[src/ntsc_pkg.sv]
package ntsc_pkg;

  // Item kinds on the input channel
  localparam logic [1:0] KIND_TICK     = 2'd0;
  localparam logic [1:0] KIND_CONFIRM  = 2'd1;
  localparam logic [1:0] KIND_RESPONSE = 2'd2;

  // Configuration register indexes
  localparam logic [1:0] CFG_DEVICE_ADDRESS = 2'd0;
  localparam logic [1:0] CFG_RETRY_DELAY    = 2'd1;
  localparam logic [1:0] CFG_CONFIRM_WAIT   = 2'd2;

  // Markers and reset values
  localparam logic [15:0] NO_NEIGHBOR    = 16'hFFFF;
  localparam logic [7:0]  INVALID_WEEK   = 8'hFF;
  localparam logic [7:0]  RESET_WAIT     = 8'd2;
  localparam logic [7:0]  RETRY_DEFAULT  = 8'd10;
  localparam logic [7:0]  CONFIRM_DEFAULT = 8'd5;

  typedef enum logic [2:0] {
    PH_NEXT_LOOP = 3'd0,
    PH_DISC_SEND = 3'd1,
    PH_DISC_CONF = 3'd2,
    PH_SYNC_SEND = 3'd3,
    PH_SYNC_CONF = 3'd4,
    PH_SYNC_RESP = 3'd5
  } phase_t;

  typedef struct packed {
    phase_t      phase;
    logic [7:0]  tick_wait;
    logic [15:0] neighbor;
    logic        time_valid;
  } sync_state_t;

  typedef struct packed {
    logic send_discovery;
    logic send_request;
    logic unexpected_confirm;
  } step_flags_t;

endpackage

[src/ntsc_if.sv]
interface ntsc_in_if;
  logic        valid;
  logic        ready;
  logic [1:0]  kind;
  logic        send_ok;
  logic [7:0]  week_byte;
  logic [15:0] next_neighbor;

  modport source (output valid, kind, send_ok, week_byte, next_neighbor, input ready);
  modport sink   (input valid, kind, send_ok, week_byte, next_neighbor, output ready);
endinterface

interface ntsc_out_if;
  logic        valid;
  logic        ready;
  logic        send_discovery;
  logic        send_request;
  logic [15:0] request_destination;
  logic [15:0] request_source;
  logic [2:0]  sync_state;
  logic [7:0]  wait_count;
  logic        datetime_valid;
  logic        unexpected_confirm;

  modport source (output valid, send_discovery, send_request, request_destination,
                  request_source, sync_state, wait_count, datetime_valid,
                  unexpected_confirm, input ready);
  modport sink   (input valid, send_discovery, send_request, request_destination,
                  request_source, sync_state, wait_count, datetime_valid,
                  unexpected_confirm, output ready);
endinterface

[src/ntsc_step.sv]
module ntsc_step
  import ntsc_pkg::*;
(
  input  sync_state_t st,
  input  logic [7:0]  retry_delay,
  input  logic [7:0]  confirm_wait,
  input  logic [1:0]  kind,
  input  logic        send_ok,
  input  logic [7:0]  week_byte,
  input  logic [15:0] next_neighbor,
  output sync_state_t st_nxt,
  output step_flags_t flags
);

  // Work out the state after one item
  always_comb begin
    st_nxt = st;
    flags  = '0;
    unique case (kind)
      KIND_TICK: begin
        if (!st.time_valid) begin
          if (st.tick_wait != 8'd0) begin
            st_nxt.tick_wait = st.tick_wait - 8'd1;
          end else begin
            unique case (st.phase)
              PH_NEXT_LOOP: st_nxt.phase = PH_DISC_SEND;
              PH_DISC_SEND: begin
                flags.send_discovery = 1'b1;
                st_nxt.phase = PH_DISC_CONF;
              end
              PH_SYNC_RESP: st_nxt.phase = PH_SYNC_SEND;
              PH_SYNC_SEND: begin
                st_nxt.neighbor = next_neighbor;
                if (next_neighbor == NO_NEIGHBOR) begin
                  st_nxt.phase     = PH_NEXT_LOOP;
                  st_nxt.tick_wait = retry_delay;
                end else begin
                  flags.send_request = 1'b1;
                  st_nxt.phase = PH_SYNC_CONF;
                end
              end
              default: ;
            endcase
          end
        end
      end
      KIND_CONFIRM: begin
        unique case (st.phase)
          PH_DISC_CONF: begin
            if (send_ok) begin
              st_nxt.tick_wait = confirm_wait;
              st_nxt.phase     = PH_SYNC_SEND;
            end else begin
              st_nxt.phase = PH_DISC_SEND;
            end
          end
          PH_SYNC_CONF: begin
            if (send_ok) begin
              st_nxt.tick_wait = confirm_wait;
              st_nxt.phase     = PH_SYNC_RESP;
            end else begin
              st_nxt.phase = PH_DISC_SEND;
            end
          end
          default: flags.unexpected_confirm = 1'b1;
        endcase
      end
      KIND_RESPONSE: begin
        if (st.phase == PH_SYNC_RESP) begin
          if (week_byte != INVALID_WEEK) begin
            st_nxt.time_valid = 1'b1;
          end else begin
            st_nxt.phase     = PH_SYNC_SEND;
            st_nxt.tick_wait = 8'd0;
          end
        end
      end
      // Unused kind: hold the state
      default: ;
    endcase
  end

endmodule

[src/neighbor_time_sync_controller_unit.sv]
// Neighbour time synchronisation controller.
// in_item carries one event per item: a one-second tick (with the
// neighbour-table answer for the current neighbour), a send confirmation
// (with its ok bit) or a sync response (with its weekday byte).
// out_item gives exactly one result per item: discovery and request
// commands, request addresses, the phase, the wait count and the
// date-time-valid flag, all as they stand after that item.
// The result is registered: it is valid in the cycle after its item is
// accepted. Throughput is one item per cycle while the receiver does not
// stall; the state update is a single compare, decrement and
// select between the state registers. in_item.ready is high whenever the
// result register is empty or being emptied, so a stalled receiver holds
// the result and blocks new items only while it keeps ready low.
// The cfg_ port writes device_address, retry_delay and confirm_wait by
// index; write it only while no item is in flight.
// Synchronous reset clears the result valid flag and returns the controller
// to the next-loop phase with a wait of two ticks and no valid time.
module neighbor_time_sync_controller_unit
  import ntsc_pkg::*;
(
  input  logic        clk,
  input  logic        rst_n,
  ntsc_in_if.sink     in_item,
  ntsc_out_if.source  out_item,
  input  logic        cfg_we,
  input  logic [1:0]  cfg_index,
  input  logic [15:0] cfg_wdata
);

  sync_state_t st_r, st_nxt;
  step_flags_t flags;
  logic [15:0] device_address_r;
  logic [7:0]  retry_delay_r;
  logic [7:0]  confirm_wait_r;

  logic        out_valid_r;
  step_flags_t res_flags_r;
  sync_state_t res_state_r;
  logic [15:0] res_source_r;
  logic        accept;

  assign in_item.ready = !out_valid_r || out_item.ready;
  assign accept = in_item.valid && in_item.ready;

  ntsc_step u_step (
    .st            (st_r),
    .retry_delay   (retry_delay_r),
    .confirm_wait  (confirm_wait_r),
    .kind          (in_item.kind),
    .send_ok       (in_item.send_ok),
    .week_byte     (in_item.week_byte),
    .next_neighbor (in_item.next_neighbor),
    .st_nxt        (st_nxt),
    .flags         (flags)
  );

  // Configuration registers
  always_ff @(posedge clk) begin
    if (!rst_n) begin
      device_address_r <= 16'd0;
      retry_delay_r    <= RETRY_DEFAULT;
      confirm_wait_r   <= CONFIRM_DEFAULT;
    end else if (cfg_we) begin
      unique case (cfg_index)
        CFG_DEVICE_ADDRESS: device_address_r <= cfg_wdata;
        CFG_RETRY_DELAY:    retry_delay_r    <= cfg_wdata[7:0];
        CFG_CONFIRM_WAIT:   confirm_wait_r   <= cfg_wdata[7:0];
        default: ;
      endcase
    end
  end

  // Advance the controller state on each accepted item
  always_ff @(posedge clk) begin
    if (!rst_n) begin
      st_r.phase      <= PH_NEXT_LOOP;
      st_r.tick_wait  <= RESET_WAIT;
      st_r.neighbor   <= 16'd0;
      st_r.time_valid <= 1'b0;
    end else if (accept) begin
      st_r <= st_nxt;
    end
  end

  // Result valid: set on accept, drop once taken
  always_ff @(posedge clk) begin
    if (!rst_n) begin
      out_valid_r <= 1'b0;
    end else if (in_item.ready) begin
      out_valid_r <= accept;
    end
  end

  // Hold the result payload until taken
  always_ff @(posedge clk) begin
    if (accept) begin
      res_flags_r  <= flags;
      res_state_r  <= st_nxt;
      res_source_r <= device_address_r;
    end
  end

  assign out_item.valid               = out_valid_r;
  assign out_item.send_discovery      = res_flags_r.send_discovery;
  assign out_item.send_request        = res_flags_r.send_request;
  assign out_item.request_destination = res_state_r.neighbor;
  assign out_item.request_source      = res_source_r;
  assign out_item.sync_state          = res_state_r.phase;
  assign out_item.wait_count          = res_state_r.tick_wait;
  assign out_item.datetime_valid      = res_state_r.time_valid;
  assign out_item.unexpected_confirm  = res_flags_r.unexpected_confirm;

endmodule

[src/flat_wrapper.sv]
// flat-port wrapper written by rule: the top's interface ports become plain ports
module neighbor_time_sync_controller_unit_flat import ntsc_pkg::*;
  (clk, rst_n, cfg_we, cfg_index, cfg_wdata, in_item_valid, in_item_kind, in_item_send_ok, in_item_week_byte, in_item_next_neighbor, in_item_ready, out_item_valid, out_item_send_discovery, out_item_send_request, out_item_request_destination, out_item_request_source, out_item_sync_state, out_item_wait_count, out_item_datetime_valid, out_item_unexpected_confirm, out_item_ready);
  ntsc_in_if in_item_i ();
  ntsc_out_if out_item_i ();
  input  logic clk;
  input  logic rst_n;
  input  logic cfg_we;
  input  logic [1:0] cfg_index;
  input  logic [15:0] cfg_wdata;
  input wire logic [$bits(in_item_i.valid)-1:0] in_item_valid;
  input wire logic [$bits(in_item_i.kind)-1:0] in_item_kind;
  input wire logic [$bits(in_item_i.send_ok)-1:0] in_item_send_ok;
  input wire logic [$bits(in_item_i.week_byte)-1:0] in_item_week_byte;
  input wire logic [$bits(in_item_i.next_neighbor)-1:0] in_item_next_neighbor;
  output wire logic [$bits(in_item_i.ready)-1:0] in_item_ready;
  output wire logic [$bits(out_item_i.valid)-1:0] out_item_valid;
  output wire logic [$bits(out_item_i.send_discovery)-1:0] out_item_send_discovery;
  output wire logic [$bits(out_item_i.send_request)-1:0] out_item_send_request;
  output wire logic [$bits(out_item_i.request_destination)-1:0] out_item_request_destination;
  output wire logic [$bits(out_item_i.request_source)-1:0] out_item_request_source;
  output wire logic [$bits(out_item_i.sync_state)-1:0] out_item_sync_state;
  output wire logic [$bits(out_item_i.wait_count)-1:0] out_item_wait_count;
  output wire logic [$bits(out_item_i.datetime_valid)-1:0] out_item_datetime_valid;
  output wire logic [$bits(out_item_i.unexpected_confirm)-1:0] out_item_unexpected_confirm;
  input wire logic [$bits(out_item_i.ready)-1:0] out_item_ready;
  assign in_item_i.valid = in_item_valid;
  assign in_item_i.kind = in_item_kind;
  assign in_item_i.send_ok = in_item_send_ok;
  assign in_item_i.week_byte = in_item_week_byte;
  assign in_item_i.next_neighbor = in_item_next_neighbor;
  assign in_item_ready = in_item_i.ready;
  assign out_item_valid = out_item_i.valid;
  assign out_item_send_discovery = out_item_i.send_discovery;
  assign out_item_send_request = out_item_i.send_request;
  assign out_item_request_destination = out_item_i.request_destination;
  assign out_item_request_source = out_item_i.request_source;
  assign out_item_sync_state = out_item_i.sync_state;
  assign out_item_wait_count = out_item_i.wait_count;
  assign out_item_datetime_valid = out_item_i.datetime_valid;
  assign out_item_unexpected_confirm = out_item_i.unexpected_confirm;
  assign out_item_i.ready = out_item_ready;
  neighbor_time_sync_controller_unit u_core (.clk(clk), .rst_n(rst_n), .in_item(in_item_i), .out_item(out_item_i), .cfg_we(cfg_we), .cfg_index(cfg_index), .cfg_wdata(cfg_wdata));
endmodule
[config.mk]
export PLATFORM = sky130hd
export DESIGN_NAME = neighbor_time_sync_controller_unit_flat
export DESIGN_NICKNAME = d
export VERILOG_FILES = /design/src/ntsc_pkg.sv /design/src/ntsc_if.sv /design/src/ntsc_step.sv /design/src/neighbor_time_sync_controller_unit.sv /design/src/flat_wrapper.sv
export SDC_FILE = /design/constraint.sdc
export NUM_CORES = 1
export LEC_CHECK = 0
export BUFFER_PORTS_ARGS = -buffer_cell sky130_fd_sc_hd__buf_4
export CAP_MARGIN = 40
export CORE_ASPECT_RATIO = 0.9
export CORE_MARGIN = 3
export CORE_UTILIZATION = 50
export DETAILED_ROUTE_END_ITERATION = 16
export MAX_ROUTING_LAYER = met4
export PLACE_DENSITY = 0.76
export RECOVER_POWER = 50
export SLEW_MARGIN = 10
export SYNTH_ARGS = -nofsm -noshare
export SYNTH_HDL_FRONTEND = slang
export SYNTH_SLANG_ARGS = --single-unit
[constraint.sdc]
create_clock -name clk -period 3.1 [get_ports clk]
set_clock_uncertainty 0.2 [all_clocks]
set_input_delay 0.62 -clock clk [delete_from_list [all_inputs] [get_ports clk]]
set_output_delay 0.62 -clock clk [all_outputs]
set_load 0.03 [all_outputs]
==> summary.md <==
| Metric | Value |
|---|---|
| Status | `finished clean` |
| Max transition margin | `about 28%` |
| Largest net degree at the start of global routing | `40` |
| Hold buffer count at cts | `0` |
| Setup TNS | `0 ns` |
| WL met2 | `between 5 and 6 mm` |
| Critical Path AT | `between 2 and 3 ns` |
| RSZ-0062 raised after global routing | `no` |
| I/O pins | `99` |
| Vias per cell | `approximately 6` |
| Crit. Startpoint | `u_core.st_r[18]$_SDFFE_PN1P_` |
| Worst-path maximum fanout | `8` |
| Netlist cell types | `76` |
| Max frequency | `approximately 0.37 GHz` |
| Pre-CTS WS | `approximately 0.38 ns` |
| Util after Layout | `between 60% and 70%` |
| Grt ovf | `0` |
| Synthesized net count | `approximately 560` |
| DIE HEIGHT | `102 um` |
| Met1 WL | `slightly below 6 mm` |
| DR pass1 iterations | `7` |
| DRC | `0` |
| CP max stage delay | `0.59 ns` |
| Via count | `roughly 4400` |
| Met3 wire len | `1.08 mm` |
| Multi-input logic area | `~2200 um^2` |
| Vias in the first global route | `between 4000 and 5000` |
| GRT Util Overall | `23.7%` |
| Inserted Clock Buffers | `9` |
| Register area | `~2600 um^2` |
| Main combinational cell family by area after synthesis | `simple AND/OR/NAND/NOR gates` |
| Hold Crit Start | `u_core.device_address_r[13]$_SDFFE_PN0P_` |
| N_diodes | `0` |
| Number of fill cells | `888` |
| H-tree Lvls | `3` |
| EDFF count, synth | `between 40 and 50` |
| # setup viols final | `0` |
| Antenna violations before repair | `0` |
| Starting DRT DRC Count | `403` |
| Post-synthesis mux area share | `under 10%` |
| Finished Cell Area | `about 6000 um^2` |
| Post-DRT Antenna Nets | `0` |
| Dpl cell area | `5900 um^2` |
| Predominant post-synthesis flop cell | `dfxtp_1` |
| CP delay by family, top | `simple AND/OR/NAND/NOR gates` |
| Nets | `648` |
| Die Wd | `roughly 110 um` |
| Crit end category | `register` |
| Avg Inst Size Synth | `just under 10 um^2` |
| Sequential cell area fraction in the yosys report | `between 50% and 60%` |
| Internal reg-to-reg setup slack | `0.41 ns` |
| Highest routed layer | `met4` |
| Post-Synth Simple-Gate Area | `between 10% and 20%` |
| Routability cong. | `0.961` |
| Post-CTS Setup Bufs | `0` |
| Peak supply drop | `0.000410 V` |
| Final Hold Viols | `0` |
| CP max-delay cell | `or4b_4` |
| Startpoint types | `register` |
| Yosys reg bits | `108` |
| Synth warnings | `0` |
| Worst r2r src | `u_core.st_r[18]$_SDFFE_PN1P_` |
| Final Total Pwr | `around 3.2 mW` |
| Layout cells sized above 1 | `a little under a fifth` |
| Row cnt | `34` |
| Post-cts resize count | `0` |
| Die area | `between 10000 and 15000 um^2` |
| Period utilization | `approximately 87%` |
| Pleak | `~2.3 nW` |
| Compound-Gate Fraction of Synth Area | `about 16%` |
| CTS root buffer | `clkbuf_16` |
| Core area | `roughly 9800 um^2` |
| DPL Wire Length | `roughly 9.5 mm` |
| Final Max Tran Viols | `0` |
| Pwr dens | `537 nW/um^2` |
| Worst-path clk slew | `0.08 ns` |
| Clock sinks | `~110` |
| I/O Buffers | `slightly below 100` |
| Max Buffers Root-to-Sink | `2` |
| Xor and xnor fraction of the mapped netlist area | `0.517%` |
| Syn Inst Count | `a little over 500` |
| Area contributors post-synth | `edfxtp_1 (28%), dfxtp_1 (24%), nand2_1 (5.8%)` |
| Required time of the critical path | `3.02 ns` |
| Maxcap violations | `0` |
| Synthesized cell area | `around 5000 um^2` |
| WL final | `13.3 mm` |
| Synth top area share | `27.8%` |
| Routed len/inst | `between 15 and 20 um` |
| Adder-cell area share of the yosys netlist | `less than 1%` |
| Skew-Pair Late Insertion Delay | `between 0.3 and 0.4 ns` |
| Worst-Margin Slew | `between 1 and 1.5 ns` |
| Setup Crit Path Kind | `reg -> reg` |
| Hold WC Path Type | `reg -> reg` |
| CTS tree | `done` |
| Area Overhead vs Synth | `18.9%` |
| Final WS setup | `between 0.4 and 0.5 ns` |
| CP Buf/Inv Count | `1` |
| Worst-path cell chain | `inv_1 -> ha_1 -> or4b_4 -> nor2_1 -> and4_1 -> o21ai_0 -> a211oi_1` |
| Synth async-reset ratio | `0%` |
| Post-synth top area cell | `edfxtp_1` |
| Min Tclk post-route | `approximately 2.7 ns` |
| First-pass GRT wire length | `21.0 mm` |
| Initial core utilization | `between 50% and 60%` |
## layout by cell type, fill, tap and decap left out, types with 11 or more instances in the layout
cell type | Yosys | routed
mux2i_1 | 20 | 20
edfxtp_1 | 47 | 47
a21oi_1 | 51 | 51
buf_4 | 2 | 58
inv_1 | 11 | 11
clkbuf_1 | 22 | 51
dfxtp_1 | 61 | 61
nor2_1 | 32 | 32
mux2_2 | 16 | 16
nand2_1 | 78 | 78
o21ai_0 | 19 | 19
nand4_1 | 15 | 15
## Yosys cell counts (5+ instances only)
library cell  number
a21oi_1           51
buf_2              8
clkbuf_1          22
dfxtp_1           61
edfxtp_1          47
inv_1             11
mux2_2            16
mux2i_1           20
nand2_1           78
nand2b_1           5
nand3_1            7
nand4_1           15
nor2_1            32
nor2b_1            7
nor3_1             7
nor4_1             5
o211ai_1           8
o21ai_0           19
## power by group
part	internal, mW	total, mW	switching [mW]
Combinational	0.148	0.434	0.286
Clock	0.657	1.23	0.572
Sequential	1.55	1.58	0.0355
## cells by family (layout without fill, tap and decap cells)
family / count (synthesis) / in the layout
and+or+nand+nor: 189 / 189
adders and majority gates: 1 / 1
DFF: 108 / 108
muxes: 36 / 36
AOI/OAI and AO/OA: 125 / 125
buffers and inverters: 50 / 140
xor gates and xnor gates: 3 / 3
## final timing paths
kind | end | cells after the start
hold / removal | u_core.out_item.request_source[13]$_DFFE_PP_ | 0
setup reg to reg | u_core.out_item.wait_count[3]$_DFFE_PP_ | 7
hold reg to reg | u_core.out_item.request_source[13]$_DFFE_PP_ | 0
setup / recovery | u_core.out_item.wait_count[3]$_DFFE_PP_ | 7
## registers in the layout (all words and copies together) (netlist names), 3 cells and up
name,flops
u_core.device_address_r,16
u_core.out_item.request_source,16
u_core.out_item.sync_state,3
u_core.confirm_wait_r,8
u_core.out_item.request_destination,16
u_core.retry_delay_r,8
u_core.st_r,28
u_core.out_item.wait_count,8
## stage by stage
stage               cells  hold slack, ns
floorplan             512           0.208
finish                728           0.233
CTS                   728           0.234
detailed placement    712           0.216
global placement      712           0.212
global route          728           0.245
## area by class of cell
class                   instances  area share (%)
multi-input cells             354            36.9
clock inverters                 7            1.70
inverters                      13           0.829
repair buffers                111            10.6
clock buffers                   9            3.73
well taps                     126            2.61
flip-flops and latches        108            43.6
## metal layers
layer  up-vias  track usage [%]
met5         -                -
met4         0             8.50
met1      2058             31.9
met3        30             4.12
li1       2062                -
met2       205             36.2
Power figures use the tool's default switching activity.
